File: src/rtl/core/step_rate_tracker_with_backlash_assert.svh
// Assertion shorthands shared by srt_div and step_rate_tracker_with_backlash.
`ifndef STEP_RATE_TRACKER_WITH_BACKLASH_ASSERT_SVH
`define STEP_RATE_TRACKER_WITH_BACKLASH_ASSERT_SVH

// Consequent holds in the same cycle as the antecedent.
`define SRT_ASSERT_IMP(lbl, clk, rst_n, ante, cons) \
    lbl: assert property (@(posedge clk) disable iff (!rst_n) (ante) |-> (cons)) \
        else $error("assertion failed");

// Consequent holds in the cycle after the antecedent.
`define SRT_ASSERT_NXT(lbl, clk, rst_n, ante, cons) \
    lbl: assert property (@(posedge clk) disable iff (!rst_n) (ante) |=> (cons)) \
        else $error("assertion failed");

`endif

File: src/rtl/core/srt_pkg.sv
package srt_pkg;

    localparam int POS_W  = 32;
    localparam int RATE_W = 32;
    localparam int BRATE_W = 31;
    localparam int BAMT_W = 16;
    localparam int STEP_W = 8;
    localparam int Q_W    = 31;
    localparam int DEN_W  = 33;
    localparam int MUL_W  = 39;

    localparam logic [63:0] PERIOD_SCALE2 = 64'd8192000000;
    localparam logic [63:0] MAG_SPAN      = 64'd4294967296;

    localparam logic ACT_RATE = 1'b0;
    localparam logic ACT_TICK = 1'b1;

    localparam logic CFG_BACKLASH_AMOUNT = 1'b0;
    localparam logic CFG_BACKLASH_RATE   = 1'b1;

    typedef enum logic [3:0] {
        ST_IDLE  = 4'b0001,
        ST_SETUP = 4'b0010,
        ST_DIV   = 4'b0100,
        ST_OUT   = 4'b1000
    } state_t;

    typedef struct packed {
        logic signed [POS_W-1:0] position;
        logic signed [POS_W-1:0] target;
        logic signed [POS_W-1:0] taken;
        logic                    in_bl;
    } axis_t;

endpackage

File: src/rtl/core/srt_div.sv
`include "step_rate_tracker_with_backlash_assert.svh"

module srt_div
    import srt_pkg::*;
#(
    parameter int NUM_W = 39
)
(
    input  logic             clk,
    input  logic             rst_n,
    input  logic             start,
    input  logic [NUM_W-1:0] num,
    input  logic [DEN_W-1:0] den,
    output logic             busy,
    output logic             done,
    output logic [Q_W-1:0]   quo
);

    localparam int CNT_W = $clog2(Q_W);
    localparam int HI_W  = NUM_W - Q_W;

    logic [DEN_W-1:0] rem_reg, rem_next;
    logic [DEN_W-1:0] den_reg, den_next;
    logic [Q_W-1:0]   shf_reg, shf_next;
    logic [CNT_W-1:0] cnt_reg, cnt_next;
    logic             busy_reg, busy_next;
    logic             done_reg, done_next;
    logic [DEN_W:0]   trial;
    logic             ge;

    assign trial = {rem_reg, shf_reg[Q_W-1]} - {1'b0, den_reg};
    assign ge    = !trial[DEN_W];

    always_comb
    begin
        rem_next  = rem_reg;
        den_next  = den_reg;
        shf_next  = shf_reg;
        cnt_next  = cnt_reg;
        busy_next = busy_reg;
        done_next = 1'b0;
        if (start)
        begin
            rem_next  = {{(DEN_W-HI_W){1'b0}}, num[NUM_W-1:Q_W]};
            shf_next  = num[Q_W-1:0];
            den_next  = den;
            cnt_next  = '0;
            busy_next = 1'b1;
        end
        else if (busy_reg)
        begin
            rem_next = ge ? trial[DEN_W-1:0] : {rem_reg[DEN_W-2:0], shf_reg[Q_W-1]};
            shf_next = {shf_reg[Q_W-2:0], ge};
            cnt_next = cnt_reg + CNT_W'(1);
            if (cnt_reg == CNT_W'(Q_W-1))
            begin
                busy_next = 1'b0;
                done_next = 1'b1;
            end
        end
    end

    always_ff @(posedge clk or negedge rst_n)
    begin
        if (!rst_n)
        begin
            cnt_reg  <= '0;
            busy_reg <= 1'b0;
            done_reg <= 1'b0;
        end
        else
        begin
            cnt_reg  <= cnt_next;
            busy_reg <= busy_next;
            done_reg <= done_next;
        end
    end

    always_ff @(posedge clk)
    begin
        rem_reg <= rem_next;
        den_reg <= den_next;
        shf_reg <= shf_next;
    end

    assign busy = busy_reg;
    assign done = done_reg;
    assign quo  = shf_reg;

    `SRT_ASSERT_IMP(a_rem_below_den, clk, rst_n, busy_reg, rem_reg < den_reg)
    `SRT_ASSERT_IMP(a_no_restart, clk, rst_n, start, !busy_reg && !done_reg)

endmodule

File: src/rtl/core/srt_tick.sv
module srt_tick
    import srt_pkg::*;
(
    input  axis_t                    cur,
    input  logic signed [STEP_W-1:0] step_value,
    input  logic                     sync,
    input  logic [BAMT_W-1:0]        backlash_amount,
    output axis_t                    nxt
);

    logic        [STEP_W-1:0] step_abs;
    logic signed [POS_W-1:0]  a;
    logic signed [POS_W-1:0]  amt;
    logic signed [POS_W-1:0]  tgt;
    logic signed [POS_W-1:0]  taken_dn;
    logic signed [POS_W-1:0]  taken_up;

    assign step_abs = step_value[STEP_W-1] ? STEP_W'(-step_value) : step_value;
    assign a        = {{(POS_W-STEP_W){1'b0}}, step_abs};
    assign amt      = {{(POS_W-BAMT_W){1'b0}}, backlash_amount};
    assign tgt      = (sync && !cur.in_bl)
                      ? cur.target + {{(POS_W-STEP_W){step_value[STEP_W-1]}}, step_value}
                      : cur.target;
    assign taken_dn = cur.taken - a;
    assign taken_up = cur.taken + a;

    always_comb
    begin
        nxt        = cur;
        nxt.target = tgt;
        priority if (cur.position > tgt)
        begin
            if (cur.taken > 0)
            begin
                nxt.taken = taken_dn;
                nxt.in_bl = taken_dn > 0;
            end
            else
            begin
                nxt.position = cur.position - a;
                nxt.in_bl    = 1'b0;
            end
        end
        else if (cur.position < tgt || cur.in_bl)
        begin
            if (cur.taken < amt)
            begin
                nxt.taken = taken_up;
                nxt.in_bl = taken_up < amt;
            end
            else
            begin
                nxt.position = cur.position + a;
                nxt.in_bl    = 1'b0;
            end
        end
        else
        begin
            nxt.in_bl = cur.in_bl;
        end
    end

endmodule

File: src/rtl/core/step_rate_tracker_with_backlash.sv
// Stepper position generator with backlash take-up. For a timer tick item the
// position update is plain logic and the result is offered in the cycle after
// acceptance. A rate command item passes a setup state, which picks the step
// size and, if the rate is zero or the period would be out of range, offers a
// zero period and step; otherwise a restoring divider that shares one 34-bit
// subtractor (one quotient bit per cycle) forms the 31-bit rounded tick period,
// and the quotient is latched before the result is offered. The block takes
// no new item until its result has been taken, so output stall delays the next.
`include "step_rate_tracker_with_backlash_assert.svh"

module step_rate_tracker_with_backlash
    import srt_pkg::*;
#(
    parameter int COARSE_STEP = 64
)
(
    input  logic                     clk,
    input  logic                     rst_n,
    input  logic                     cfg_we,
    input  logic                     cfg_index,
    input  logic [BRATE_W-1:0]       cfg_data,
    input  logic                     in_valid,
    output logic                     in_stall,
    input  logic                     action,
    input  logic signed [RATE_W-1:0] rate,
    input  logic                     synchronized,
    output logic                     out_valid,
    input  logic                     out_stall,
    output logic signed [POS_W-1:0]  position,
    output logic signed [POS_W-1:0]  target,
    output logic signed [POS_W-1:0]  backlash_count,
    output logic                     taking_up_backlash,
    output logic signed [STEP_W-1:0] signed_step,
    output logic [Q_W-1:0]           tick_period
);

    localparam logic [63:0] PNUM_C64 = PERIOD_SCALE2 * COARSE_STEP;
    localparam int NUM_W = $clog2(PNUM_C64 + MAG_SPAN);
    localparam logic [NUM_W-1:0] PNUM_F = NUM_W'(PERIOD_SCALE2);
    localparam logic [NUM_W-1:0] PNUM_C = NUM_W'(PNUM_C64);
    localparam logic [MUL_W-1:0] LIM_F  = MUL_W'(128);
    localparam logic [MUL_W-1:0] LIM_C  = MUL_W'(128 * COARSE_STEP);
    localparam logic signed [STEP_W-1:0] S_F = STEP_W'(1);
    localparam logic signed [STEP_W-1:0] S_C = STEP_W'(COARSE_STEP);

    state_t                  state_reg, state_next;
    axis_t                   axis_reg, axis_next;
    axis_t                   axis_tick;
    logic [BAMT_W-1:0]       bamt_reg;
    logic [BRATE_W-1:0]      brate_reg;
    logic [RATE_W-1:0]       rate_reg, rate_next;
    logic                    coarse_reg, coarse_next;
    logic signed [STEP_W-1:0] step_reg, step_next;
    logic [Q_W-1:0]          period_reg, period_next;
    logic                    in_accept;

    logic [RATE_W-1:0]       mag_cmd;
    logic [RATE_W-1:0]       mag;
    logic                    fine;
    logic                    coarse_sel;
    logic [MUL_W-1:0]        mag65;
    logic                    period_ok;
    logic [NUM_W-1:0]        div_num;
    logic [DEN_W-1:0]        div_den;
    logic                    div_start;
    logic                    div_busy;
    logic                    div_done;
    logic [Q_W-1:0]          div_quo;
    logic signed [STEP_W-1:0] s_cur;

    assign in_stall  = (state_reg != ST_IDLE);
    assign in_accept = in_valid && !in_stall;
    assign out_valid = (state_reg == ST_OUT);

    assign mag_cmd    = rate_reg[RATE_W-1] ? RATE_W'(-rate_reg) : rate_reg;
    assign mag        = axis_reg.in_bl ? {1'b0, brate_reg} : mag_cmd;
    assign fine       = {1'b0, mag} <= {1'b0, brate_reg, 1'b0};
    assign coarse_sel = fine ? 1'b0 : (axis_reg.in_bl ? coarse_reg : 1'b1);
    assign mag65      = {1'b0, mag, 6'b0} + {{(MUL_W-RATE_W){1'b0}}, mag};
    assign period_ok  = (mag != '0) && ((coarse_sel ? LIM_C : LIM_F) <= mag65);
    assign div_num    = (coarse_sel ? PNUM_C : PNUM_F) + {{(NUM_W-RATE_W){1'b0}}, mag};
    assign div_den    = {mag, 1'b0};
    assign div_start  = (state_reg == ST_SETUP) && period_ok;
    assign s_cur      = coarse_reg ? S_C : S_F;

    srt_tick u_tick
    (
        .cur             (axis_reg),
        .step_value      (step_reg),
        .sync            (synchronized),
        .backlash_amount (bamt_reg),
        .nxt             (axis_tick)
    );

    srt_div #(
        .NUM_W (NUM_W)
    ) u_div
    (
        .clk   (clk),
        .rst_n (rst_n),
        .start (div_start),
        .num   (div_num),
        .den   (div_den),
        .busy  (div_busy),
        .done  (div_done),
        .quo   (div_quo)
    );

    always_comb
    begin
        state_next  = state_reg;
        axis_next   = axis_reg;
        rate_next   = rate_reg;
        coarse_next = coarse_reg;
        step_next   = step_reg;
        period_next = period_reg;
        unique case (state_reg)
            ST_IDLE:
            begin
                if (in_accept)
                begin
                    if (action == ACT_TICK)
                    begin
                        axis_next  = axis_tick;
                        state_next = ST_OUT;
                    end
                    else
                    begin
                        rate_next  = rate;
                        state_next = ST_SETUP;
                    end
                end
            end
            ST_SETUP:
            begin
                coarse_next = coarse_sel;
                if (period_ok)
                begin
                    state_next = ST_DIV;
                end
                else
                begin
                    period_next = '0;
                    step_next   = '0;
                    state_next  = ST_OUT;
                end
            end
            ST_DIV:
            begin
                if (div_done)
                begin
                    period_next = div_quo;
                    if (rate_reg == '0)
                        step_next = '0;
                    else if (rate_reg[RATE_W-1])
                        step_next = -s_cur;
                    else
                        step_next = s_cur;
                    state_next = ST_OUT;
                end
            end
            ST_OUT:
            begin
                if (!out_stall)
                    state_next = ST_IDLE;
            end
            default:
            begin
                state_next = ST_IDLE;
            end
        endcase
    end

    always_ff @(posedge clk or negedge rst_n)
    begin
        if (!rst_n)
        begin
            state_reg  <= ST_IDLE;
            axis_reg   <= '0;
            coarse_reg <= 1'b0;
            step_reg   <= '0;
            period_reg <= '0;
            bamt_reg   <= '0;
            brate_reg  <= '0;
        end
        else
        begin
            state_reg  <= state_next;
            axis_reg   <= axis_next;
            coarse_reg <= coarse_next;
            step_reg   <= step_next;
            period_reg <= period_next;
            if (cfg_we)
            begin
                unique case (cfg_index)
                    CFG_BACKLASH_AMOUNT: bamt_reg  <= cfg_data[BAMT_W-1:0];
                    CFG_BACKLASH_RATE:   brate_reg <= cfg_data;
                    default:             bamt_reg  <= bamt_reg;
                endcase
            end
        end
    end

    always_ff @(posedge clk)
    begin
        rate_reg <= rate_next;
    end

    assign position           = axis_reg.position;
    assign target             = axis_reg.target;
    assign backlash_count     = axis_reg.taken;
    assign taking_up_backlash = axis_reg.in_bl;
    assign signed_step        = step_reg;
    assign tick_period        = period_reg;

    `SRT_ASSERT_NXT(a_tick_one_cycle, clk, rst_n, in_accept && action == ACT_TICK, state_reg == ST_OUT)
    `SRT_ASSERT_IMP(a_done_in_div, clk, rst_n, div_done, state_reg == ST_DIV)
    `SRT_ASSERT_IMP(a_busy_in_div, clk, rst_n, div_busy, state_reg == ST_DIV)
    `SRT_ASSERT_IMP(a_step_legal, clk, rst_n, out_valid, step_reg == '0 || step_reg == S_F || step_reg == -S_F || step_reg == S_C || step_reg == -S_C)

endmodule
File: config.mk
export PLATFORM = sky130hd
export DESIGN_NAME = step_rate_tracker_with_backlash
export DESIGN_NICKNAME = d
export VERILOG_FILES = /design/src/rtl/core/srt_pkg.sv /design/src/rtl/core/srt_div.sv /design/src/rtl/core/srt_tick.sv /design/src/rtl/core/step_rate_tracker_with_backlash.sv
export VERILOG_INCLUDE_DIRS = /design/src /design/src/rtl/core
export SDC_FILE = /design/constraint.sdc
export NUM_CORES = 1
export LEC_CHECK = 0
export ABC_AREA = 1
export BUFFER_PORTS_ARGS = -buffer_cell sky130_fd_sc_hd__buf_2
export CORE_ASPECT_RATIO = 0.5
export CORE_UTILIZATION = 45
export DETAILED_ROUTE_END_ITERATION = 8
export PLACE_DENSITY_LB_ADDON = 0.2
export SYNTH_ARGS = -nofsm -noshare
export SYNTH_HDL_FRONTEND = slang
export SYNTH_SLANG_ARGS = --single-unit
File: constraint.sdc
create_clock -name clk -period 15.25 [get_ports clk]
set_input_delay 0.7625 -clock clk [delete_from_list [all_inputs] [get_ports clk]]
set_output_delay 0.7625 -clock clk [all_outputs]
set_load 0.01 [all_outputs]
---- Word level (Yosys, flattened, before mapping) ----
Index checks and enable logic that the tools add are counted.
word-level totals
  word-level logic and storage cells ...... 123
  register bits after elaboration ......... 323
  input port bits ......................... 71
  output and inout bits ................... 138
operators by class
  equality and inequality tests ........... 13
  add/subtract/negate cells ............... 12
  magnitude comparators ................... 8
  mux-type cells .......................... 47
  reductions and logical operators ........ 23
  bitwise gates (word level) .............. 2
operators by type and width
  kind                                                 number
  two-way mux 32 bit                                   10
  two-way mux 31 bit                                   4
  two-way mux 33 bit                                   2
  adder 32 x 9 -> 32 bit                               2
  > comparator 32 x 1 -> 1 bit, second input constant  2
  less-than comparator 32 x 17 -> 1 bit                2
  subtractor 32 x 9 -> 32 bit                          2
  one-hot mux 31 bit (2 select lines)                  1
  two-way mux 8 bit                                    7
  adder 38 x 32 -> 39 bit                              1
  adder 39 x 32 -> 39 bit                              1
  <= comparator 14 x 39 -> 1 bit                       1
  two-way mux 39 bit                                   1
  subtractor 34 x 33 -> 34 bit                         1
  adder 32 bit                                         1
  > comparator 32 bit                                  1
  <= comparator 32 bit                                 1
  zero test 32 bit                                     1
  less-than comparator 32 bit                          1
  negation 32 bit                                      1
  nonzero test 32 bit                                  1
  two-way mux 4 bit                                    5
  one-hot mux 4 bit (4 select lines)                   1
  one-hot mux 8 bit (2 select lines)                   1
  other kinds (24)                                     54

---- Depth between registers and ports, before layout ----
Gate-level depths: netlist of the first run.
  depth in word-level cells ............... 10
  gate-level depth with buffers ........... 53
  mapped depth without buffers ............ 51

---- Cells and area by module ----
From an unflattened synthesis of the first run, not the netlist that was laid out.
unflattened totals
  cells, all modules ...................... 5143
  area, all modules ....................... 32822.7 um2
modules (own cells, without submodules)
  module                           area each (um2)  seq. area each (um2)  instances  cells an instance
  step_rate_tracker_with_backlash  12783.5          5566.6                1          1528
  srt_tick                         12718.4          0.0                   1          2577
  srt_div                          7320.8           2837.7                1          1038

---- Worst setup path after synthesis of the first run ----
No wires, ideal clock.
  path type ............................... register to register
  start ................................... register step_reg[7], in the netlist signed_step[7]
  end ..................................... register axis_reg, in the netlist position[22]
  cell stages (with the launch flop) ...... 45
  data required time ...................... 15.119 ns
  path buffers ............................ 2
  arrival time ............................ 6.738 ns
  library setup time ...................... 0.131 ns
  period minus slack after synthesis ...... 6.869 ns
  path slack .............................. 8.381 ns
  cell sequence ........................... dfrtp_1 > ha_1 > a21oi_1 > o21ai_0 > o21bai_1 > a21oi_1 > nor2_1 > o21ai_0 > nand2_1 > nand3_1 > o2111ai_1 > or2_2 > nand3_1 > o21ai_0 > ha_1 > a21oi_1 > o21a_1 > nand2_1 > [9 not listed] > inv_1 > ha_1 > nand2_1 > nor2_1 > a211oi_1 > o21ai_0 > a21boi_0 > o21ai_0 > a21oi_1 > inv_1 > nand2_1 > nand2_1 > nand2_1 > nand2_1 > nand2_1 > nand3_1 > nand3_1 > o21ai_0
on the way
  longest elaborated chain between the ends .. 6
  elaborated cells between the ends (all ways) .. 17
  classes of those cells .................. add/sub (4); order compare (2); eq/ne (2); mux (6); reduce/logical (3)
RTL lines
  item                                                                   RTL line                                text
  start: declaration                                                     step_rate_tracker_with_backlash.sv:53   logic signed [STEP_W-1:0] step_reg, step_next;
  start signal: assignment                                               step_rate_tracker_with_backlash.sv:191  step_reg <= step_next;
  adder 32 bit or negation 8 bit (tied branches)                         srt_tick.sv:22, srt_tick.sv:18
  two-way mux 32 bit or two-way mux 8 bit (tied branches)                srt_tick.sv:22, srt_tick.sv:18
  less-than comparator 32 bit or adder 32 x 9 -> 32 bit (tied branches)  srt_tick.sv:44, srt_tick.sv:53
  logical OR 1 bit or two-way mux 32 bit (tied branches)                 srt_tick.sv:44, srt_tick.sv:46
  nonzero test 2 bit (no line) or two-way mux 32 bit (tied branches)     --
  AND reduction 6 bit (no line) or two-way mux 32 bit (tied branches)    --
  end signal: assignment                                                 step_rate_tracker_with_backlash.sv:189  axis_reg <= axis_next;
  end: declaration                                                       step_rate_tracker_with_backlash.sv:47   axis_t axis_reg, axis_next;
Parallel ways exist; a longest one is shown, timed or not. The select of a mux whose other input is x is not followed.
A chain may end at the register's enable or synchronous reset.

---- Worst setup path after layout of the first run ----
  start ................................... register step_reg[0], in the netlist signed_step[0]
  end ..................................... register axis_reg, in the netlist position[21]
Same word-level chain as after synthesis.

==> run metrics, run 1 <==
CP max-delay cell dfrtp_1; GRT Util Overall 28.13%; Via density between 5 and 6; RSZ-0062 raised after global routing false; CP most frequent cell nand2_1; sequential area share after synthesis 31.82%; xor/xnor share of the synthesized area under 10%; Reg-to-Reg Start signed_step[0]; critical path arrival 8960 ps; met2 usage roughly two fifths; reg-to-reg endpoint position[21]; outcome finished clean; max frequency between 100 and 150 MHz; Post-synth top cells nand2_1 (974), inv_1 (497), o21ai_0 (305); pre-CTS setup slack 6873 ps; fin crit share a little under three fifths; area leader, netlist dfrtp_1; DRC violation count after routing 0; total placed cells including tap cells around 4.6k; max reg flops 33; depth of the worst register-to-register path 47; clk buf depth 3; H-tree Lvls 2; Tmin final 8521 ps; PD cells 191.3 nW/µm²; largest net degree at the start of global routing 85; Synth area leaders dfrtp_1 (18%), nand2_1 (14%), edfxtp_1 (12%); I/O Pins 209; Routed wire per std cell approximately 18 µm; relative slew slack between 15 and 20%; worst-path maximum fanout 52; Final Worst Setup Slack slightly below 7000 ps; Worst Tran Pin Value around 1300 ps; DR vias roughly 25k; final hold violations 0; clk_skew approximately 19 ps; Die Y-Extent ~170 µm; initial drt markers 2144; gr busiest metal met1; setup violators final 0; PostCTS Resize Cnt 0; root buf cell clkbuf_16; starting density of the core between 40% and 50%; dpl hpwl 66.37 mm; CTS tree built; clock slew seen by the registers of the worst setup and hold paths around 60 ps; CP endpoint kind register; Final #Nets around 4.2k; total setup buffers inserted after CTS 0; syn avg cell area 7.044 µm²; Post-synth ARST share around three fifths; Die W approximately 340 µm; PortBufs ~210; post-synthesis cell count roughly 3.7k; die area about 60000 µm²; Most used DFF post-synth dfrtp_1; Synth-to-Final Area Change 10.95%; Sink Count around 320; max_cap viols 0; CP Class reg -> reg; grt ovf 0; number of core rows 62; CTS Hold Bufs 0; Post-Synth Adder-Cell Area between 10 and 15%; Synth Cell Area about 26000 µm²; total CTS buffers 34; Critical Path Start signed_step[0]; FILL cells just under 6k; Final Max Tran Viols 0; maximum vdd drop ~0.093 mV; Yosys reg bits ~320; post-synthesis mux area share less than 1%; delay of the slowest cell on the worst path 600 ps; proportion of layout cells with a drive suffix above 1 under 10%; syn_nets roughly 4.1k; flop2flop setup slack just under 7000 ps; Initial DRT Pass Iterations 7; Synthesis Warnings 0; post-synthesis simple-gate area fraction between 20% and 30%; Netlist cell types between 60 and 70; first-pass GRT wire length 132.4 mm; data required time of the worst path 15690 ps; Clock Latency Late Sink between 500 and 600 ps; Hold Path Class in -> async; compound-gate portion of the synthesized area between 10% and 20%; Setup TNS 0 ps; remaining antenna violation count 0; combinational family with the most area after synthesis simple AND/OR/NAND/NOR gates; post-synth top area share 18.07%; vias in the first global route 23.70k; met3 GRT Util between 5 and 6%; crit start category register; Placer Congestion ~1; most frequent cell after synthesis nand2_1; WL final ~84 mm; leakage power total about 15 nW; initial antenna violation count 2; GR Util met1 a little over two fifths; Core Footprint about 58000 µm²; fin cells roughly 4.7k; number of synthesized flops with an enable pin ~100
-- power breakdown --
| group | internal [mW] | switching, mW |
|---|---|---|
| combinational | 1.10 | 2.16 |
| sequential | 1.17 | 0.256 |
| clock | 0.509 | 0.393 |
| total | 2.77 | 2.81 |
-- layer usage --
| metal | share of wire, % | wire length [µm] |
|---|---|---|
| met5 | 0.024 | 20 |
| met4 | 2.6 | 2159 |
| met3 | 7.6 | 6385 |
| met2 | 41 | 34390 |
| met1 | 49 | 41430 |
-- stage by stage --
stage | utilization [%] | hold slack (ps) | cell area, µm² | total power, mW
6_report | 50.73 | 292.3 | 29200 | 5.586
5_1_grt | 50.72 | 341.6 | 29190 | 6.102
4_1_cts | 50.72 | 307.1 | 29190 | 5.569
3_5_place_dp | 48.68 | 453.4 | 28020 | 4.640
3_3_place_gp | 48.68 | 451.0 | 28020 | 4.599
2_1_floorplan | - | 453.0 | 26320 | 3.711
-- worst max-delay path by stage --
stage,slack (ps),depth (start not counted),endpoint
after global placement,7110,47,position[21]
after floorplan,8380,44,position[22]
final,6730,47,position[21]
after detailed placement,6870,47,position[21]
after CTS,6800,47,position[21]
after global routing,5910,46,position[31]
-- logic make-up after synthesis --
family	count (synthesis)
buffers and inverters	604
AND/OR/NAND/NOR	1718
multiplexers	2
XOR/XNOR	157
AO/OA/AOI/OAI	684
adder cells (fa/ha/maj)	252
flip-flops	319
-- worst max-delay path, delay by kind of cell (launching register included) --
family          cells  cell delay [ps]
compound gates     11             2850
simple gates       27             2430
fa+ha+maj           4             1370
buf+inv             4              940
flops               1              600
xor+xnor            1              160
-- area by class of cell --
class	count	area [µm²]	area share [%]
Antenna cell	2	5.005	0.01714
Tap cell	768	960.9	3.291
Multi-Input combinational cell	2813	15580	53.37
Sequential cell	319	8374	28.68
Clock buffer	41	928.4	3.179
Timing Repair Buffer	228	1200	4.109
Inverter	507	1903	6.518
Clock inverter	20	244.0	0.8356
-- layout by cell type, fill, tap and decap left out, types with 4 or more instances in the layout --
| cell | instances |
|---|---|
| ha_1 | 246 |
| clkinv_2 | 5 |
| xnor2_1 | 52 |
| nor2_2 | 4 |
| nor3_1 | 43 |
| o21a_1 | 12 |
| inv_1 | 497 |
| nand2_2 | 14 |
| edfxtp_1 | 103 |
| a31oi_1 | 17 |
| nor2_1 | 289 |
| o211ai_1 | 26 |
| buf_2 | 207 |
| xor2_1 | 105 |
| clkinv_1 | 4 |
| dfrtp_1 | 190 |
| o21ai_0 | 305 |
| or2_2 | 12 |
| nand3_1 | 257 |
| a21oi_1 | 237 |
| a21o_1 | 12 |
| nand4_1 | 73 |
| dfxtp_1 | 25 |
| bufinv_16 | 4 |
| nor3_2 | 4 |
| a221oi_1 | 4 |
| clkbuf_8 | 4 |
| fa_1 | 6 |
| o31ai_1 | 5 |
| a21boi_0 | 5 |
| nand2_1 | 973 |
| buf_4 | 20 |
| o21ai_1 | 34 |
| o21bai_1 | 7 |
| clkbuf_16 | 35 |
| inv_2 | 8 |
| nand3b_1 | 8 |
| nor4_1 | 20 |
(Power assumes the default switching activity.)
==> run 2: changes to the inputs <==
Settings changed: ABC_AREA 1 to 0.
Clock period 15.25 ns to 8.1 ns, I/O delays scaled along.
==> run 2 against run 1 <==
  * Setup slack lost 6700 ps
  * Clock skew shrank 9.3 ps
  * Maximum frequency grew 5.9%
  * Final cell count shrank 17%
  * Critical path depth shrank 8
  * Largest power group unchanged
  * Count of clock-buffer cells in the layout shrank 5
  * Sequential share of layout area shrank 0.26 points
  * Synthesized area shrank 6.8%
  * Non-clock buffer count grew 225
  * Power grew 54%
  * First-iteration DRC count shrank 25%
  * Via count shrank 13%
==> run metrics, run 2 <==
die area 55500 µm² (-6.7%); CP endpoint kind register; first-pass GRT wire length 112.7 mm (-15%); setup violators final 0 (unchanged); Worst Tran Pin Value 1164 ps (-86.63 ps); CP Class reg -> reg; delay of the slowest cell on the worst path 450 ps (-150 ps); Final Max Tran Viols 0 (unchanged); I/O Pins 209 (unchanged); Synthesis Warnings 0 (unchanged); utilization after layout 54.86% (+4.1 points); Sink Count 319 (unchanged); dpl hpwl 53.08 mm (-20%); Yosys reg bits 319 (unchanged); Post-synth ARST share 59.87% (unchanged); CP max-delay cell dfrtp_2; depth of the worst register-to-register path 39 (-17%); sequential area share after synthesis 34.14% (+2.3 points); FILL cells 4919 (-15%); Post-synth top cells nand2_1 (250), ha_1 (246), nor2_1 (232); WL met3 2.934 mm (-54%); number of core rows 60 (-3.2%); largest net degree at the start of global routing 92 (+8.2%); Initial DRT Pass Iterations 5 (-2); Clk pwr share 18.6% (+2.5 points); max frequency 124.3 MHz (+5.9%); Most used DFF post-synth dfrtp_1; CTS tree built; Hold Path Class in -> reg; syn_nets 3098 (-24%); proportion of layout cells with a drive suffix above 1 20.68% (+12 points); grt ovf 0 (unchanged); initial antenna violation count 0 (-2); PortBufs 208 (unchanged); max_cap viols 0 (unchanged); H-tree Lvls 1 (-1); root buf cell clkbuf_16; relative slew slack 22.40% (+6.7 points); CP most frequent cell buf_4; max layer used met4; Power Total 8.578 mW (+54%); critical path arrival 8570 ps (-390 ps); final hold violations 0 (unchanged); Tmin final 8044 ps (-476.7 ps); fin crit share 99.31% (+43 points); total CTS buffers 31 (-8.8%); DR vias 21.99k (-13%); clk buf depth 3 (unchanged); WL final 70.98 mm (-16%); commonest cells after routing, fill and taps aside nand2_1 (248), ha_1 (242), nor2_1 (229); hold path cells 2; Synth Cell Area 24530 µm² (-6.8%); Core Footprint 53750 µm² (-6.6%); number of synthesized flops with an enable pin 103 (unchanged); data required time of the worst path 8630 ps (-7060 ps); worst-path maximum fanout 5 (-90%); Placer Congestion 0.9142 (-7.7%); Clock Latency Late Sink 600 ps (+40 ps); Seq pwr share 27.6% (+2.1 points); commonest non-fill, non-tap cell in the layout nand2_1; clk_skew 9.925 ps (-9.291 ps); met2 WL 33.50 mm (-2.6%); crit start category register; area leader, netlist dfrtp_1; DRC violation count after routing 0 (unchanged); Setup TNS 0 ps (unchanged); internal power 4.881 mW (+76%); Final #Nets 3470 (-18%); Synth area leaders dfrtp_1 (19%), edfxtp_1 (13%), ha_1 (13%); PD cells 290.9 nW/µm² (+52%); starting density of the core 45.64% (-0.084 points); Die W 332.2 µm (-3.4%); post-synth top area share 19.38% (+1.3 points); Die Y-Extent 167.1 µm (-3.4%); P_sw 3.697 mW (+32%); clock slew seen by the registers of the worst setup and hold paths 70 ps (about the same); n_diodes 0 (-2); post-synthesis cell count 2775 (-26%); vias in the first global route 20.99k (-11%); GRT Util Overall 24.87% (-3.3 points); max reg flops 33 (unchanged); remaining antenna violation count 0 (unchanged); outcome finished clean; Comb pwr share 53.8% (-4.5 points); Met1 Routed Length 32.77 mm (-21%); initial drt markers 1602 (-25%); most frequent cell after synthesis nand2_1; leakage power total 13.73 nW (-9.3%); Routed wire per std cell 18.27 µm (+1.7%); Netlist cell types 91 (+47%); RSZ-0062 raised after global routing true; Switching Fraction 43.10% (-7.2 points); syn avg cell area 8.840 µm² (+25%); maximum vdd drop 0.2154 mV (+130%); Synth-to-Final Area Change 20.21%; Via density 5.661 (+4.8%)
## run 2: cell count changes in the layout (fill, tap and decap cells not counted), moves of 42 or more
cell / before / now
buf_4: 20 / 206
nor2_1: 289 / 229
o21ai_0: 305 / 212
nand2_1: 973 / 248
nand3_1: 257 / 49
mux2_2: 0 / 68
a21oi_1: 237 / 195
a21o_1: 12 / 58
inv_1: 497 / 167
## run 2: power groups by stage
stage	Clock [mW]	Combinational [mW]	Sequential, mW
after floorplan	0	3.33	2.28
after global placement	0	4.48	2.39
after detailed placement	0	4.52	2.39
after CTS	1.63	4.56	2.37
after global routing	1.69	5.15	2.41
final	1.59	4.62	2.37
## run 2: metrics by stage
stage / setup slack [ps] / instances / hold slack (ps) / cell area (µm²)
after floorplan: 8.517 / 2775 / 109.4 / 24620
after global placement: -76.36 / 3766 / 482.2 / 27460
after detailed placement: -365.6 / 3766 / 480.9 / 27460
after CTS: -1.046 / 3874 / 1.539 / 29100
after global routing: -304.0 / 3885 / 13.12 / 29490
final: 55.82 / 3885 / 35.19 / 29490
## run 2: what timing repair did
action | in CTS | in global routing
hold buffers | 33 | 0
endpoints found under the hold margin | 120 | 0
pin swaps | 24 | 54
buffers inserted | 17 | 11
gates resized for setup | 20 | 70
endpoints found under the setup margin | 12 | 186
## run 2: metal layers
| metal | GRT usage (%) | vias up |
|---|---|---|
| met5 | 0 | - |
| met3 | 2.907 | 115 |
| li1 | - | 10870 |
| met1 | 33.80 | 10520 |
| met2 | 42.36 | 493 |
| met4 | 5.918 | 0 |
## run 2: final timing paths
| check | to | startpoint | slack (ps) |
|---|---|---|---|
| worst min register to register | tick_period[9] | tick_period[9] | 500 |
| worst max-delay path | position[30] | signed_step[5] | 60 |
| worst max register to register | position[30] | signed_step[5] | 60 |
| worst min-delay path | brate_reg[24] | cfg_data[24] | 40 |
| min in group asynchronous | u_div.cnt_reg[2] | rst_n | 410 |
| max in group asynchronous | taking_up_backlash | rst_n | 6110 |
## run 2: worst max-delay path, delay by kind of cell (launching register included)
family / cells / cell delay (ps)
adder cells (fa/ha/maj): 3 / 950
flip-flops: 1 / 450
buffers and inverters: 5 / 710
AO/OA/AOI/OAI: 22 / 4360
XOR/XNOR: 1 / 170
AND/OR/NAND/NOR: 8 / 1350
## run 2: cell families after synthesis
| group | after synthesis | synth area share [%] |
|---|---|---|
| AOI/OAI and AO/OA | 788 | 20.26 |
| xor gates and xnor gates | 183 | 6.534 |
| adders and majority gates | 254 | 13.12 |
| buffers and inverters | 282 | 4.703 |
| DFF | 319 | 34.14 |
| muxes | 95 | 4.223 |
| and+or+nand+nor | 854 | 17.03 |
## run 2: area by class of cell
| cell class | count | area [µm²] | area share (%) |
|---|---|---|---|
| clock buffer | 36 | 825.8 | 2.800 |
| clock inverter | 22 | 262.8 | 0.8910 |
| inverter | 168 | 630.6 | 2.138 |
| multi-input combinational | 2174 | 15470 | 52.47 |
| sequential | 319 | 8382 | 28.42 |
| tap | 713 | 892.1 | 3.025 |
| timing repair buffer | 453 | 3024 | 10.26 |
==> run 3: changes to the inputs <==
Settings changed: CORE_ASPECT_RATIO 0.5 to default.
==> run 3 against run 2 <==
  * First-iteration DRC count fell by 19%
  * Sequential share of layout area barely moved
  * Sequential cell count did not move
  * Via count rose by 0.60%
  * Clock skew rose by 5.3 ps
  * Count of clock-buffer cells in the layout rose by 17
  * Hold slack got worse by 7.8 ps
  * Global-route usage rose by 0.90 points
  * Critical endpoint is now position[31]
  * Largest cell class unchanged
==> run metrics, run 3 (same netlist as run 2, synthesis figures left out) <==
outcome finished clean; P_sw 3.720 mW (+0.61%); total placed cells including tap cells 3729 (-0.98%); Die Y-Extent 235.5 µm (+41%); leakage power total 13.70 nW (-0.19%); root buf cell clkbuf_16; reg-to-reg endpoint position[31]; relative slew slack 29.78% (+7.4 points); Final Worst Setup Slack 151.9 ps (+96.05 ps); Power Total 8.860 mW (+3.3%); final hold violations 0 (unchanged); maximum vdd drop 0.2537 mV (+18%); commonest non-fill, non-tap cell in the layout nand2_1; CP max-delay cell dfrtp_2; fin cells 3844 (-1.1%); Via density 5.756 (+1.7%); clk_skew 15.24 ps (+5.317 ps); critical path arrival 8440 ps (-130 ps); Tmin final 7948 ps (-96.05 ps); beginning of the worst hold path rate[6]; setup violators final 0 (unchanged); grt ovf 0 (unchanged); CP Class reg -> reg; Synth-to-Final Area Change 20.03%; commonest cells after routing, fill and taps aside nand2_1 (249), ha_1 (242), nor2_1 (230); DR vias 22.13k (+0.60%); Clk pwr share 21.8% (+3.2 points); Initial DRT Pass Iterations 6 (+1); fin crit share 98.13% (-1.2 points); pre-CTS setup slack -273.8 ps (+91.80 ps); initial antenna violation count 3 (+3); worst-path maximum fanout 5 (unchanged); PortBufs 208 (unchanged); clk buf depth 3 (unchanged); Final #Nets 3438 (-0.92%); flop2flop setup slack 150 ps (+100 ps); CP endpoint kind register; Switching Fraction 41.99% (-1.1 points); max reg flops 33 (unchanged); Core Footprint 53810 µm² (+0.12%); Final Max Tran Viols 0 (unchanged); Clock Latency Late Sink 570 ps (-30 ps); depth of the worst register-to-register path 39 (unchanged); Die W 235.5 µm (-29%); total CTS buffers 41 (+32%); delay of the slowest cell on the worst path 420 ps (-30 ps); vias in the first global route 21.86k (+4.2%); I/O Pins 209 (unchanged); max frequency 125.8 MHz (+1.2%); Routed wire per std cell 18.81 µm (+3.0%); data required time of the worst path 8600 ps (-30 ps); Sink Count 319 (unchanged); initial drt markers 1290 (-19%); number of core rows 85 (+42%); Comb pwr share 51.6% (-2.2 points); Reg-to-Reg Start signed_step[0]; RSZ-0062 raised after global routing true; Hold Path Class in -> reg; die area 55450 µm² (-0.10%); internal power 5.140 mW (+5.3%); Worst Tran Pin Value 1053 ps (-110.7 ps); max_cap viols 0 (unchanged); WL final 72.30 mm (+1.9%); CTS tree built; hold path cells 1 (-1); PD cells 300.9 nW/µm² (+3.4%); Placer Congestion 0.9273 (+1.4%); crit start category register; clock slew seen by the registers of the worst setup and hold paths 60 ps (about the same); utilization after layout 54.71% (-0.15 points); proportion of layout cells with a drive suffix above 1 20.18% (-0.50 points); Min Hold Slack 27.34 ps (-7.846 ps); remaining antenna violation count 0 (unchanged); H-tree Lvls 2 (+1); DRC violation count after routing 0 (unchanged); largest net degree at the start of global routing 87 (-5.4%); GRT Util Overall 25.77% (+0.90 points); first-pass GRT wire length 115.8 mm (+2.8%); starting density of the core 45.58% (-0.053 points); hold endpoint rate_reg[6]; dpl hpwl 54.40 mm (+2.5%); Seq pwr share 26.5% (-1.1 points)
-- run 3: cell count changes in the layout (fill, tap and decap cells not counted), moves of 4 or more --
cell,before,now
clkbuf_1,3,7
clkbuf_16,32,41
clkinv_1,5,0
dlygate4sd3_1,33,19
buf_4,206,173
clkinv_2,2,6
clkbuf_8,2,6
-- run 3: how the worst max path moves through the flow --
stage | start | slack [ps] | endpoint | cells after the start
2_1_floorplan | signed_step[0] | 9 | position[30] | 40
3_3_place_gp | signed_step[0] | -140 | position[30] | 39
3_5_place_dp | signed_step[5] | -270 | position[30] | 38
4_1_cts | signed_step[5] | 4 | position[30] | 38
5_1_grt | signed_step[5] | -250 | position[31] | 40
6_report | signed_step[0] | 150 | position[31] | 39
-- run 3: through the flow --
stage / setup TNS, ps / cell area [µm²]
5_1_grt: -949.2 / 29440
2_1_floorplan: 0 / 24620
6_report: 0 / 29440
3_3_place_gp: -299.9 / 27330
3_5_place_dp: -1263 / 27330
4_1_cts: 0 / 29050
-- run 3: what timing repair did --
| action | in CTS | in global routing |
|---|---|---|
| endpoints found under the hold margin | 101 | 0 |
| gates resized for setup | 21 | 61 |
| hold buffers | 19 | 0 |
| pin swaps | 20 | 29 |
| buffers inserted | 4 | 16 |
| setup endpoints to repair | 9 | 156 |
-- run 3: power groups by stage --
stage	sequential [mW]	clock (mW)	combinational (mW)
global route	2.39	2.04	5.14
floorplan	2.28	0	3.33
CTS	2.35	1.98	4.56
global placement	2.37	0	4.43
detailed placement	2.38	0	4.52
finish	2.35	1.94	4.57
-- run 3: final cells by class --
cell class	count	area, µm²
fillers	4864	24370
multi-input cells	2174	15420
flip-flops and latches	319	8382
repair buffers	411	2715
clock buffers	53	1121
well taps	696	870.8
inverters	168	630.6
clock inverters	22	296.5
diodes	1	2.502
-- run 3: metal layers --
metal	routed length [µm]	share of wire, %	GRT usage [%]	up-vias
met3	3971	5.5	4.913	161
met2	34010	47	42.92	575
met1	31630	44	32.96	10580
met5	23	0.032	0	-
met4	2672	3.7	10.04	4
li1	-	-	-	10810
-- run 3: worst max-delay path, delay by kind of cell (launching register included) --
| kind | cells | cell delay [ps] |
|---|---|---|
| and+or+nand+nor | 9 | 1400 |
| DFF | 1 | 420 |
| xor gates and xnor gates | 2 | 290 |
| AOI/OAI and AO/OA | 20 | 3940 |
| buffers and inverters | 3 | 430 |
| adders and majority gates | 5 | 1410 |
